### src/rtl/assert_macros.svh
// assertion macros shared by the des rtl files
// no dependencies
`ifndef ASSERT_MACROS_SVH
`define ASSERT_MACROS_SVH

// implication checked on every rising clock edge outside reset
`define ASSERT_IMP(label, clk, rst_n, ante, cons) \
	label: assert property (@(posedge clk) disable iff (!rst_n) (ante) |-> (cons)) \
		else $error("assertion failed");

// next-cycle implication checked outside reset
`define ASSERT_NEXT(label, clk, rst_n, ante, cons) \
	label: assert property (@(posedge clk) disable iff (!rst_n) (ante) |=> (cons)) \
		else $error("assertion failed");

`endif

### src/rtl/des_pkg.sv
// des package: permutation tables, s-boxes, key schedule and round function
// no dependencies
`default_nettype none

package des_pkg;

	localparam int unsigned BlockW  = 64;
	localparam int unsigned KeyW    = 64;
	localparam int unsigned NRounds = 16;

	typedef logic [63:0] block_t;
	typedef logic [27:0] half_key_t;
	typedef logic [47:0] subkey_t;

	typedef logic [6:0] tab_t [64];

	localparam tab_t TabIp = '{
		7'd58,7'd50,7'd42,7'd34,7'd26,7'd18,7'd10,7'd2, 7'd60,7'd52,7'd44,7'd36,7'd28,7'd20,7'd12,7'd4,
		7'd62,7'd54,7'd46,7'd38,7'd30,7'd22,7'd14,7'd6, 7'd64,7'd56,7'd48,7'd40,7'd32,7'd24,7'd16,7'd8,
		7'd57,7'd49,7'd41,7'd33,7'd25,7'd17,7'd9,7'd1,  7'd59,7'd51,7'd43,7'd35,7'd27,7'd19,7'd11,7'd3,
		7'd61,7'd53,7'd45,7'd37,7'd29,7'd21,7'd13,7'd5, 7'd63,7'd55,7'd47,7'd39,7'd31,7'd23,7'd15,7'd7};

	localparam tab_t TabFp = '{
		7'd40,7'd8,7'd48,7'd16,7'd56,7'd24,7'd64,7'd32, 7'd39,7'd7,7'd47,7'd15,7'd55,7'd23,7'd63,7'd31,
		7'd38,7'd6,7'd46,7'd14,7'd54,7'd22,7'd62,7'd30, 7'd37,7'd5,7'd45,7'd13,7'd53,7'd21,7'd61,7'd29,
		7'd36,7'd4,7'd44,7'd12,7'd52,7'd20,7'd60,7'd28, 7'd35,7'd3,7'd43,7'd11,7'd51,7'd19,7'd59,7'd27,
		7'd34,7'd2,7'd42,7'd10,7'd50,7'd18,7'd58,7'd26, 7'd33,7'd1,7'd41,7'd9,7'd49,7'd17,7'd57,7'd25};

	localparam logic [5:0] TabE [48] = '{
		6'd32,6'd1,6'd2,6'd3,6'd4,6'd5, 6'd4,6'd5,6'd6,6'd7,6'd8,6'd9,
		6'd8,6'd9,6'd10,6'd11,6'd12,6'd13, 6'd12,6'd13,6'd14,6'd15,6'd16,6'd17,
		6'd16,6'd17,6'd18,6'd19,6'd20,6'd21, 6'd20,6'd21,6'd22,6'd23,6'd24,6'd25,
		6'd24,6'd25,6'd26,6'd27,6'd28,6'd29, 6'd28,6'd29,6'd30,6'd31,6'd32,6'd1};

	localparam logic [5:0] TabP [32] = '{
		6'd16,6'd7,6'd20,6'd21,6'd29,6'd12,6'd28,6'd17, 6'd1,6'd15,6'd23,6'd26,6'd5,6'd18,6'd31,6'd10,
		6'd2,6'd8,6'd24,6'd14,6'd32,6'd27,6'd3,6'd9, 6'd19,6'd13,6'd30,6'd6,6'd22,6'd11,6'd4,6'd25};

	localparam logic [6:0] TabPc1 [56] = '{
		7'd57,7'd49,7'd41,7'd33,7'd25,7'd17,7'd9, 7'd1,7'd58,7'd50,7'd42,7'd34,7'd26,7'd18,
		7'd10,7'd2,7'd59,7'd51,7'd43,7'd35,7'd27, 7'd19,7'd11,7'd3,7'd60,7'd52,7'd44,7'd36,
		7'd63,7'd55,7'd47,7'd39,7'd31,7'd23,7'd15, 7'd7,7'd62,7'd54,7'd46,7'd38,7'd30,7'd22,
		7'd14,7'd6,7'd61,7'd53,7'd45,7'd37,7'd29, 7'd21,7'd13,7'd5,7'd28,7'd20,7'd12,7'd4};

	localparam logic [5:0] TabPc2 [48] = '{
		6'd14,6'd17,6'd11,6'd24,6'd1,6'd5, 6'd3,6'd28,6'd15,6'd6,6'd21,6'd10,
		6'd23,6'd19,6'd12,6'd4,6'd26,6'd8, 6'd16,6'd7,6'd27,6'd20,6'd13,6'd2,
		6'd41,6'd52,6'd31,6'd37,6'd47,6'd55, 6'd30,6'd40,6'd51,6'd45,6'd33,6'd48,
		6'd44,6'd49,6'd39,6'd56,6'd34,6'd53, 6'd46,6'd42,6'd50,6'd36,6'd29,6'd32};

	localparam logic [1:0] RotSched [16] = '{
		2'd1,2'd1,2'd2,2'd2,2'd2,2'd2,2'd2,2'd2,2'd1,2'd2,2'd2,2'd2,2'd2,2'd2,2'd2,2'd1};

	localparam logic [3:0] Sbox [8][64] = '{
		'{4'd14,4'd4,4'd13,4'd1,4'd2,4'd15,4'd11,4'd8,4'd3,4'd10,4'd6,4'd12,4'd5,4'd9,4'd0,4'd7,
		  4'd0,4'd15,4'd7,4'd4,4'd14,4'd2,4'd13,4'd1,4'd10,4'd6,4'd12,4'd11,4'd9,4'd5,4'd3,4'd8,
		  4'd4,4'd1,4'd14,4'd8,4'd13,4'd6,4'd2,4'd11,4'd15,4'd12,4'd9,4'd7,4'd3,4'd10,4'd5,4'd0,
		  4'd15,4'd12,4'd8,4'd2,4'd4,4'd9,4'd1,4'd7,4'd5,4'd11,4'd3,4'd14,4'd10,4'd0,4'd6,4'd13},
		'{4'd15,4'd1,4'd8,4'd14,4'd6,4'd11,4'd3,4'd4,4'd9,4'd7,4'd2,4'd13,4'd12,4'd0,4'd5,4'd10,
		  4'd3,4'd13,4'd4,4'd7,4'd15,4'd2,4'd8,4'd14,4'd12,4'd0,4'd1,4'd10,4'd6,4'd9,4'd11,4'd5,
		  4'd0,4'd14,4'd7,4'd11,4'd10,4'd4,4'd13,4'd1,4'd5,4'd8,4'd12,4'd6,4'd9,4'd3,4'd2,4'd15,
		  4'd13,4'd8,4'd10,4'd1,4'd3,4'd15,4'd4,4'd2,4'd11,4'd6,4'd7,4'd12,4'd0,4'd5,4'd14,4'd9},
		'{4'd10,4'd0,4'd9,4'd14,4'd6,4'd3,4'd15,4'd5,4'd1,4'd13,4'd12,4'd7,4'd11,4'd4,4'd2,4'd8,
		  4'd13,4'd7,4'd0,4'd9,4'd3,4'd4,4'd6,4'd10,4'd2,4'd8,4'd5,4'd14,4'd12,4'd11,4'd15,4'd1,
		  4'd13,4'd6,4'd4,4'd9,4'd8,4'd15,4'd3,4'd0,4'd11,4'd1,4'd2,4'd12,4'd5,4'd10,4'd14,4'd7,
		  4'd1,4'd10,4'd13,4'd0,4'd6,4'd9,4'd8,4'd7,4'd4,4'd15,4'd14,4'd3,4'd11,4'd5,4'd2,4'd12},
		'{4'd7,4'd13,4'd14,4'd3,4'd0,4'd6,4'd9,4'd10,4'd1,4'd2,4'd8,4'd5,4'd11,4'd12,4'd4,4'd15,
		  4'd13,4'd8,4'd11,4'd5,4'd6,4'd15,4'd0,4'd3,4'd4,4'd7,4'd2,4'd12,4'd1,4'd10,4'd14,4'd9,
		  4'd10,4'd6,4'd9,4'd0,4'd12,4'd11,4'd7,4'd13,4'd15,4'd1,4'd3,4'd14,4'd5,4'd2,4'd8,4'd4,
		  4'd3,4'd15,4'd0,4'd6,4'd10,4'd1,4'd13,4'd8,4'd9,4'd4,4'd5,4'd11,4'd12,4'd7,4'd2,4'd14},
		'{4'd2,4'd12,4'd4,4'd1,4'd7,4'd10,4'd11,4'd6,4'd8,4'd5,4'd3,4'd15,4'd13,4'd0,4'd14,4'd9,
		  4'd14,4'd11,4'd2,4'd12,4'd4,4'd7,4'd13,4'd1,4'd5,4'd0,4'd15,4'd10,4'd3,4'd9,4'd8,4'd6,
		  4'd4,4'd2,4'd1,4'd11,4'd10,4'd13,4'd7,4'd8,4'd15,4'd9,4'd12,4'd5,4'd6,4'd3,4'd0,4'd14,
		  4'd11,4'd8,4'd12,4'd7,4'd1,4'd14,4'd2,4'd13,4'd6,4'd15,4'd0,4'd9,4'd10,4'd4,4'd5,4'd3},
		'{4'd12,4'd1,4'd10,4'd15,4'd9,4'd2,4'd6,4'd8,4'd0,4'd13,4'd3,4'd4,4'd14,4'd7,4'd5,4'd11,
		  4'd10,4'd15,4'd4,4'd2,4'd7,4'd12,4'd9,4'd5,4'd6,4'd1,4'd13,4'd14,4'd0,4'd11,4'd3,4'd8,
		  4'd9,4'd14,4'd15,4'd5,4'd2,4'd8,4'd12,4'd3,4'd7,4'd0,4'd4,4'd10,4'd1,4'd13,4'd11,4'd6,
		  4'd4,4'd3,4'd2,4'd12,4'd9,4'd5,4'd15,4'd10,4'd11,4'd14,4'd1,4'd7,4'd6,4'd0,4'd8,4'd13},
		'{4'd4,4'd11,4'd2,4'd14,4'd15,4'd0,4'd8,4'd13,4'd3,4'd12,4'd9,4'd7,4'd5,4'd10,4'd6,4'd1,
		  4'd13,4'd0,4'd11,4'd7,4'd4,4'd9,4'd1,4'd10,4'd14,4'd3,4'd5,4'd12,4'd2,4'd15,4'd8,4'd6,
		  4'd1,4'd4,4'd11,4'd13,4'd12,4'd3,4'd7,4'd14,4'd10,4'd15,4'd6,4'd8,4'd0,4'd5,4'd9,4'd2,
		  4'd6,4'd11,4'd13,4'd8,4'd1,4'd4,4'd10,4'd7,4'd9,4'd5,4'd0,4'd15,4'd14,4'd2,4'd3,4'd12},
		'{4'd13,4'd2,4'd8,4'd4,4'd6,4'd15,4'd11,4'd1,4'd10,4'd9,4'd3,4'd14,4'd5,4'd0,4'd12,4'd7,
		  4'd1,4'd15,4'd13,4'd8,4'd10,4'd3,4'd7,4'd4,4'd12,4'd5,4'd6,4'd11,4'd0,4'd14,4'd9,4'd2,
		  4'd7,4'd11,4'd4,4'd1,4'd9,4'd12,4'd14,4'd2,4'd0,4'd6,4'd10,4'd13,4'd15,4'd3,4'd5,4'd8,
		  4'd2,4'd1,4'd14,4'd7,4'd4,4'd10,4'd8,4'd13,4'd15,4'd12,4'd9,4'd0,4'd3,4'd5,4'd6,4'd11}};

	function automatic block_t perm64(input block_t din, input tab_t tab);
		block_t r;
		for (int k = 0; k < 64; k++) r[63-k] = din[64-int'(tab[k])];
		return r;
	endfunction

	function automatic logic [55:0] pc1(input logic [63:0] key);
		logic [55:0] r;
		for (int k = 0; k < 56; k++) r[55-k] = key[64-int'(TabPc1[k])];
		return r;
	endfunction

	function automatic subkey_t pc2(input half_key_t c, input half_key_t d);
		logic [55:0] cd;
		subkey_t r;
		cd = {c, d};
		for (int k = 0; k < 48; k++) r[47-k] = cd[56-int'(TabPc2[k])];
		return r;
	endfunction

	function automatic half_key_t rot28(input half_key_t v, input logic [1:0] s);
		return (s == 2'd1) ? {v[26:0], v[27]} : {v[25:0], v[27:26]};
	endfunction

	function automatic logic [31:0] feistel(input logic [31:0] r, input subkey_t sk);
		logic [47:0] x;
		logic [31:0] c;
		logic [31:0] p;
		logic [5:0]  six;
		for (int k = 0; k < 48; k++) x[47-k] = r[32-int'(TabE[k])];
		x = x ^ sk;
		for (int i = 0; i < 8; i++) begin
			six = x[47-6*i -: 6];
			c[31-4*i -: 4] = Sbox[i][{six[5], six[0], six[4:1]}];
		end
		for (int k = 0; k < 32; k++) p[31-k] = c[32-int'(TabP[k])];
		return p;
	endfunction

endpackage

`default_nettype wire

### src/rtl/des_round.sv
// des_round: one registered feistel round with its own key schedule step
// depends on des_pkg and assert_macros.svh
`default_nettype none
`include "assert_macros.svh"

module des_round #(
	parameter logic [1:0] Shift = 2'd1
) (
	input  wire logic               clk,
	input  wire logic               arst_n,
	input  wire logic               en,
	input  wire logic               valid_in,
	input  wire logic [31:0]        l_in,
	input  wire logic [31:0]        r_in,
	input  wire des_pkg::half_key_t c_in,
	input  wire des_pkg::half_key_t d_in,
	output logic                    valid_out,
	output logic [31:0]             l_out,
	output logic [31:0]             r_out,
	output des_pkg::half_key_t      c_out,
	output des_pkg::half_key_t      d_out
);
	import des_pkg::*;

	half_key_t c_n, d_n;

	assign c_n = rot28(c_in, Shift);
	assign d_n = rot28(d_in, Shift);

	always_ff @(posedge clk or negedge arst_n) begin
		if (!arst_n) valid_out <= 1'b0;
		else if (en) valid_out <= valid_in;
	end

	always_ff @(posedge clk) begin
		if (en) begin
			l_out <= r_in;
			r_out <= l_in ^ feistel(r_in, pc2(c_n, d_n));
			c_out <= c_n;
			d_out <= d_n;
		end
	end

	`ASSERT_NEXT(a_hold, clk, arst_n, !en, $stable(valid_out) && $stable(r_out))
endmodule

`default_nettype wire

### config.mk
export PLATFORM = sky130hd
export DESIGN_NAME = des_round
export DESIGN_NICKNAME = d
export VERILOG_FILES = /design/src/rtl/des_pkg.sv /design/src/rtl/des_round.sv
export VERILOG_INCLUDE_DIRS = /design/src /design/src/rtl
export SDC_FILE = /design/constraint.sdc
export NUM_CORES = 1
export LEC_CHECK = 0
export BUFFER_PORTS_ARGS = -buffer_cell sky130_fd_sc_hd__buf_2
export CELL_PAD_IN_SITES_DETAIL_PLACEMENT = 1
export CELL_PAD_IN_SITES_GLOBAL_PLACEMENT = 2
export CORE_MARGIN = 2
export CORE_UTILIZATION = 34
export DETAILED_ROUTE_END_ITERATION = 8
export MAX_ROUTING_LAYER = met4
export PLACE_DENSITY_LB_ADDON = 0.1
export REMOVE_ABC_BUFFERS = 1
export SLEW_MARGIN = 20
export SYNTH_ARGS = -nofsm -noshare
export SYNTH_HDL_FRONTEND = slang
export SYNTH_SLANG_ARGS = --single-unit
### constraint.sdc
create_clock -name clk -period 0.9 [get_ports clk]
set_input_delay 0.18 -clock clk [delete_from_list [all_inputs] [get_ports clk]]
set_output_delay 0.18 -clock clk [all_outputs]
set_load 0.005 [all_outputs]
==> results of run 1 <==
[stage by stage]
step                power, mW  setup WS, ps  area [um2]  hold slack, ps  cells
floorplan                11.7         -1740        8980            -116    792
global placement         16.2         -1450       13000           -41.2   1673
detailed placement       16.4         -1490       13000           -41.1   1673
CTS                      25.4          -848       16000            2.01   1800
global route             27.5          -946       16500            10.1   1816
finish                   26.2          -911       16500            13.4   1816
[registers in the layout, summed over array words and instances, names as in the netlist]
register / count
d_out: 28
r_out: 32
valid_out: 1
c_out: 28
l_out: 32
[worst min path at each step]
stage / endpoint / cells past startpoint
4_1_cts: d_out[24]$_DFFE_PP_ / 1
2_1_floorplan: valid_out$_DFFE_PN0P_ / 0
6_report: d_out[24]$_DFFE_PP_ / 1
3_3_place_gp: valid_out$_DFFE_PN0P_ / 1
3_5_place_dp: valid_out$_DFFE_PN0P_ / 1
5_1_grt: c_out[11]$_DFFE_PP_ / 1
[cells in the mapped netlist, types with 19 or more instances]
cell type / number / area, um2
mux2i_1: 37 / 370
edfxtp_1: 120 / 3600
xnor2_1: 54 / 473
nor2_1: 52 / 195
o21ai_0: 28 / 140
nand2_1: 64 / 240
nor3_1: 22 / 110
a21oi_1: 31 / 155
o211ai_1: 39 / 293
inv_1: 31 / 116
mux4_2: 20 / 450
ha_1: 62 / 776
nand3_1: 19 / 95.1
xor2_1: 48 / 420
[power groups by stage]
stage / sequential [mW] / combinational, mW / clock, mW
2_1_floorplan: 7.42 / 4.31 / 0
3_3_place_gp: 7.28 / 8.90 / 0
3_5_place_dp: 7.31 / 9.09 / 0
4_1_cts: 7.20 / 11.0 / 7.18
5_1_grt: 7.27 / 12.8 / 7.44
6_report: 7.21 / 11.9 / 7.08
[cell type report]
| class | instances | area, um2 | share of cell area |
|---|---|---|---|
| clock buffer | 19 | 453 | 0.0274 |
| clock inverter | 13 | 146 | 0.00886 |
| inverter | 39 | 214 | 0.0129 |
| multi-input combinational | 632 | 6500 | 0.393 |
| sequential | 121 | 3630 | 0.220 |
| tap | 341 | 427 | 0.0258 |
| timing repair buffer | 651 | 5160 | 0.312 |
[what timing repair did]
| action | in CTS | in global routing |
|---|---|---|
| hold buffers | 58 | 1 |
| buffers inserted | 38 | 16 |
| gates cloned | 1 | 1 |
| endpoints found under the setup margin | 153 | 153 |
| endpoints found under the hold margin | 58 | 1 |
| pin swaps | 124 | 83 |
| resized for setup | 330 | 99 |
[critical path, stage by stage]
cell     delay (ps)
buf_6           110
xor2_4          200
ha_4            310
inv_2            40
mux4_2          480
mux2i_2         210
nor2_1           70
a31o_2          230
xor2_1          140
[metal layers]
layer | GRT usage | vias up | part of all wire
met5 | - | - | 0
met4 | 0.0615 | 0 | 0.018
met3 | 0.0357 | 43 | 0.036
met2 | 0.447 | 265 | 0.52
met1 | 0.305 | 4630 | 0.42
li1 | - | 4396 | -
[kinds of logic (layout without fill, tap and decap cells)]
logic type	Yosys count	in the layout	share of synthesized area
adder cells (fa/ha/maj)	62	62	0.0844
XOR/XNOR	123	123	0.138
flip-flops	121	121	0.395
AND/OR/NAND/NOR	176	176	0.0830
multiplexers	61	61	0.0987
AO/OA/AOI/OAI	210	210	0.162
buffers and inverters	79	722	0.0392
==> impl_metrics.ini, run 1 <==
[worst_setup_path]
crit_path_end_kind = flop
cp-start-kind = input port
cp-endpoint = r_out[22]$_DFFE_PP_
crit_path_max_fanout = 3
r2r_start = valid_out$_DFFE_PN0P_
arrival_ps = 1980
worstSetupPathType = in -> reg
rr_worst_depth = 2
cp-startpoint = r_in[16]
crit_required_ps = 1070
r2r-end = valid_out$_DFFE_PN0P_
rrSetupSlack_ps = 30

[logic_synthesis]
synth_warnings = 0
postSynthAreaPerCell_um2 = 11.0
synthCells = 832
ys_seq_area_frac = 0.395
synthDistinctLibCells = 69
synth_edf_count = 120
ys.flop_type = edfxtp_1
ys_ff_latch = 121
async_reset_ff_frac = 0.00826
syn_area_um2 = 9190

[drt]
final_antenna_net_count = 0
vias_per_cell = 5.14
drt-initial-drc-count = 506
via_count = 9334
wl_um = 35600
first_pass_iters = 5
drc = 0
avgRoutedWirePerCell_um = 19.6

[power_and_ir_drop]
p_comb_frac = 0.455
powerDensity_nw_per_um2 = 1590
sw_frac_of_total = 0.332
p_int_mw = 17.5
p_leak_nw = 6.87
sequentialPowerShare = 0.275
clkPwrFrac = 0.270
ir_drop_mv = 0.797
power_switching_mw = 8.71

[finish]
nets = 1648
final_common_cell = buf_4
syn_to_final_growth_pct = 79.8
fill_cells = 2837
layout_common_cells = 271 x buf_4, 208 x buf_2, 120 x edfxtp_1, 75 x buf_6, 59 x dlygate4sd3_1
finish.utilization = 0.618
drive_gt1_frac = 0.583
antennaDiodeCount = 0

[clock_network]
tritoncts = done
cts_root_buffer = clkbuf_16
clock_latency_ps = 420
htree_num_levels = 4
cts_buffer_depth = 2
cts_buffers = 17
cts_sinks = 121
clk_transition_reported_paths_ps = 60

[flow_run]
cap_violations = 0

[grt]
grt_pass1_vias = 10230
grt_max_degree = 20
overflow = 0
antenna_found_initial = 0
track_usage = 0.253
grt_pass1_wl_um = 55100

[floorplanning]
io_pins = 245
dieArea_um2 = 28400
die_h_um = 168
die_w_um = 168
core_um2 = 26700
rows = 60
start_util = 0.344

[sta]
setup-tns-final_ps = -46720
fin_ws_ps = -911
max-slew-margin-rel = 0.692
final_hold_viol_count = 0
period_needed_ps = 1810
drv_slew = 0
setup_viol_count_final = 153
tightest_slew_ps = 460
max_freq_mhz = 552
rsz0062_at_grt = yes
finalCritPeriodShare = 2.01
skew_ps = 0

[placement]
io_buffers = 244
hpwlAfterDp_um = 23700
gp_congestion = 0.879

[outcome]
status = complete, but fails checks
violations = negative setup slack

[hold_path]
hold_class = in -> reg
min_from = d_in[23]
Power figures use the tool's default switching activity.
==> run 2, diff against run 1 <==
--- a/config.mk
+++ b/config.mk
@@ -11,7 +11,9 @@
 export CELL_PAD_IN_SITES_GLOBAL_PLACEMENT = 2
 export CORE_MARGIN = 2
 export CORE_UTILIZATION = 34
+export CTS_CLUSTER_DIAMETER = 120
 export DETAILED_ROUTE_END_ITERATION = 8
+export GPL_TIMING_DRIVEN = 0
 export MAX_ROUTING_LAYER = met4
 export PLACE_DENSITY_LB_ADDON = 0.1
 export REMOVE_ABC_BUFFERS = 1
==> run 2 against run 1 <==
The flow still finishes with violations (negative setup slack). Global-route usage is 3.0 points lower. Clock skew stayed put. Critical path depth is 2 lower. Sequential share of layout area is 1.0 points higher. Worst hold slack better by 22 ps. Largest power group unchanged. Worst setup slack worse by 76 ps. Sequential power hardly changed. Die area stayed put. Clock power is 3.4% lower. Final area is 4.5% lower.
==> impl_metrics.ini, run 2 (synthesized netlist as in run 1, its figures left out) <==
[sta]
max-slew-margin-rel = 0.285
rsz0062_at_grt = yes
skew_ps = 0
fin_ws_ps = -988
finalCritPeriodShare = 2.10
setup_viol_count_final = 153
period_needed_ps = 1890
drv_slew = 0
tightest_slew_ps = 1060
setup-tns-final_ps = -46480
final_hold_viol_count = 0
max_freq_mhz = 530

[outcome]
status = complete, but fails checks
violations = negative setup slack

[placement]
pre_cts_ws_ps = -2240
io_buffers = 244
dpl.cell_count = 1378
gp_congestion = 0.758
hpwlAfterDp_um = 18400

[power_and_ir_drop]
ir_drop_mv = 0.917
p_leak_nw = 6.20
power_mw = 25.1
powerDensity_nw_per_um2 = 1590

[worst_setup_path]
crit_required_ps = 1060
crit_path_end_kind = flop
arrival_ps = 2050
cp-start-kind = input port
crit_path_max_fanout = 5
worstSetupPathType = in -> reg

[drt]
wl_um = 32600
drc = 0
avgRoutedWirePerCell_um = 19.7
via_count = 8763
drt-initial-drc-count = 338
vias_per_cell = 5.30
final_antenna_net_count = 0
first_pass_iters = 4

[floorplanning]
dieArea_um2 = 28400
die_w_um = 168
io_pins = 245
rows = 60
die_h_um = 168
core_um2 = 26700
start_util = 0.344

[clock_network]
htree_num_levels = 4
cts_sinks = 121
cts_buffers = 17
clk_transition_reported_paths_ps = 60
cts_root_buffer = clkbuf_16
tritoncts = done
clock_latency_ps = 410
cts_buffer_depth = 2

[finish]
drive_gt1_frac = 0.548
final_common_cell = buf_2
reg_top3 = l_out: 32 flops, r_out: 32 flops
fill_cells = 2787
nets = 1482
layout_common_cells = 205 x buf_2, 138 x buf_4, 120 x edfxtp_1, 56 x nand2_1, 56 x buf_6
finish.utilization = 0.591
syn_to_final_growth_pct = 71.7
layout.cells.non_filler = 1652

[grt]
antenna_found_initial = 2
track_usage = 0.223
grt_max_degree = 64
grt_pass1_vias = 8963
overflow = 0
grt_pass1_wl_um = 49000

[flow_run]
cap_violations = 0

[hold_path]
hold_class = in -> reg
run 2: changes by cell type in the layout (fill, tap and decap cells not counted), moves of 6 or more:
cell and delta:
xor2_4 +17, dlygate4sd3_1 -10, nor3_1 +7, xnor2_1 -17, buf_6 -19, xnor2_4 +17, nor3_2 -6, buf_4 -133
xor2_1 -15
run 2: final cells by class:
cell class	count	area [um2]	share of cell area
repair buffers	484	3810	0.241
diodes	2	5.00	0.000317
multi-input cells	632	7100	0.450
well taps	341	427	0.0270
clock buffers	17	425	0.0269
clock inverters	15	153	0.00967
inverters	39	234	0.0148
flip-flops and latches	121	3630	0.230
repair inverters	1	7.51	0.000476
run 2: per-layer routing:
layer | routed length, um | global-route usage | up-vias
met1 | 14300 | 0.284 | 4424
met5 | 0 | - | -
li1 | - | - | 4074
met4 | 340 | 0.0495 | 0
met3 | 1290 | 0.0369 | 26
met2 | 16700 | 0.374 | 239
run 2: power breakdown:
| part | internal, mW | leakage, nW | switching, mW | total [mW] |
|---|---|---|---|---|
| clock | 4.08 | 0.275 | 2.77 | 6.84 |
| sequential | 7.04 | 1.19 | 0.156 | 7.19 |
| combinational | 5.53 | 4.74 | 5.57 | 11.1 |
| total | 16.6 | 6.20 | 8.50 | 25.1 |
run 2: worst paths after layout:
kind	startpoint	end	slack, ps	cells past startpoint
max	d_in[19]	r_out[27]$_DFFE_PP_	-990	7
max reg2reg	valid_out$_DFFE_PN0P_	valid_out$_DFFE_PN0P_	150	1
min reg2reg	valid_out$_DFFE_PN0P_	valid_out$_DFFE_PN0P_	530	1
max in group asynchronous	arst_n	valid_out$_DFFE_PN0P_	740	2
min in group asynchronous	arst_n	valid_out$_DFFE_PN0P_	70	2
min	r_in[18]	l_out[18]$_DFFE_PP_	40	1
run 2: through the flow:
step / area [um2] / hold slack (ps)
floorplan: 8980 / -116
global placement: 10600 / -43.5
detailed placement: 10700 / -42.4
CTS: 14700 / 6.03
global route: 15800 / 15.7
finish: 15800 / 35.1
run 2: critical path, stage by stage:
cell and delay [ps]:
buf_8 100, xor2_4 300, buf_6 160, ha_4 190, mux4_2 440, mux4_2 520
xnor2_1 150
run 2: what timing repair did:
| action | CTS | global route |
|---|---|---|
| cloned | 1 | 0 |
| buffers inserted | 144 | 51 |
| hold buffers | 46 | 3 |
| resized for setup | 337 | 142 |
| pin swaps | 115 | 105 |
| endpoints found under the setup margin | 216 | 197 |
| endpoints found under the hold margin | 46 | 3 |
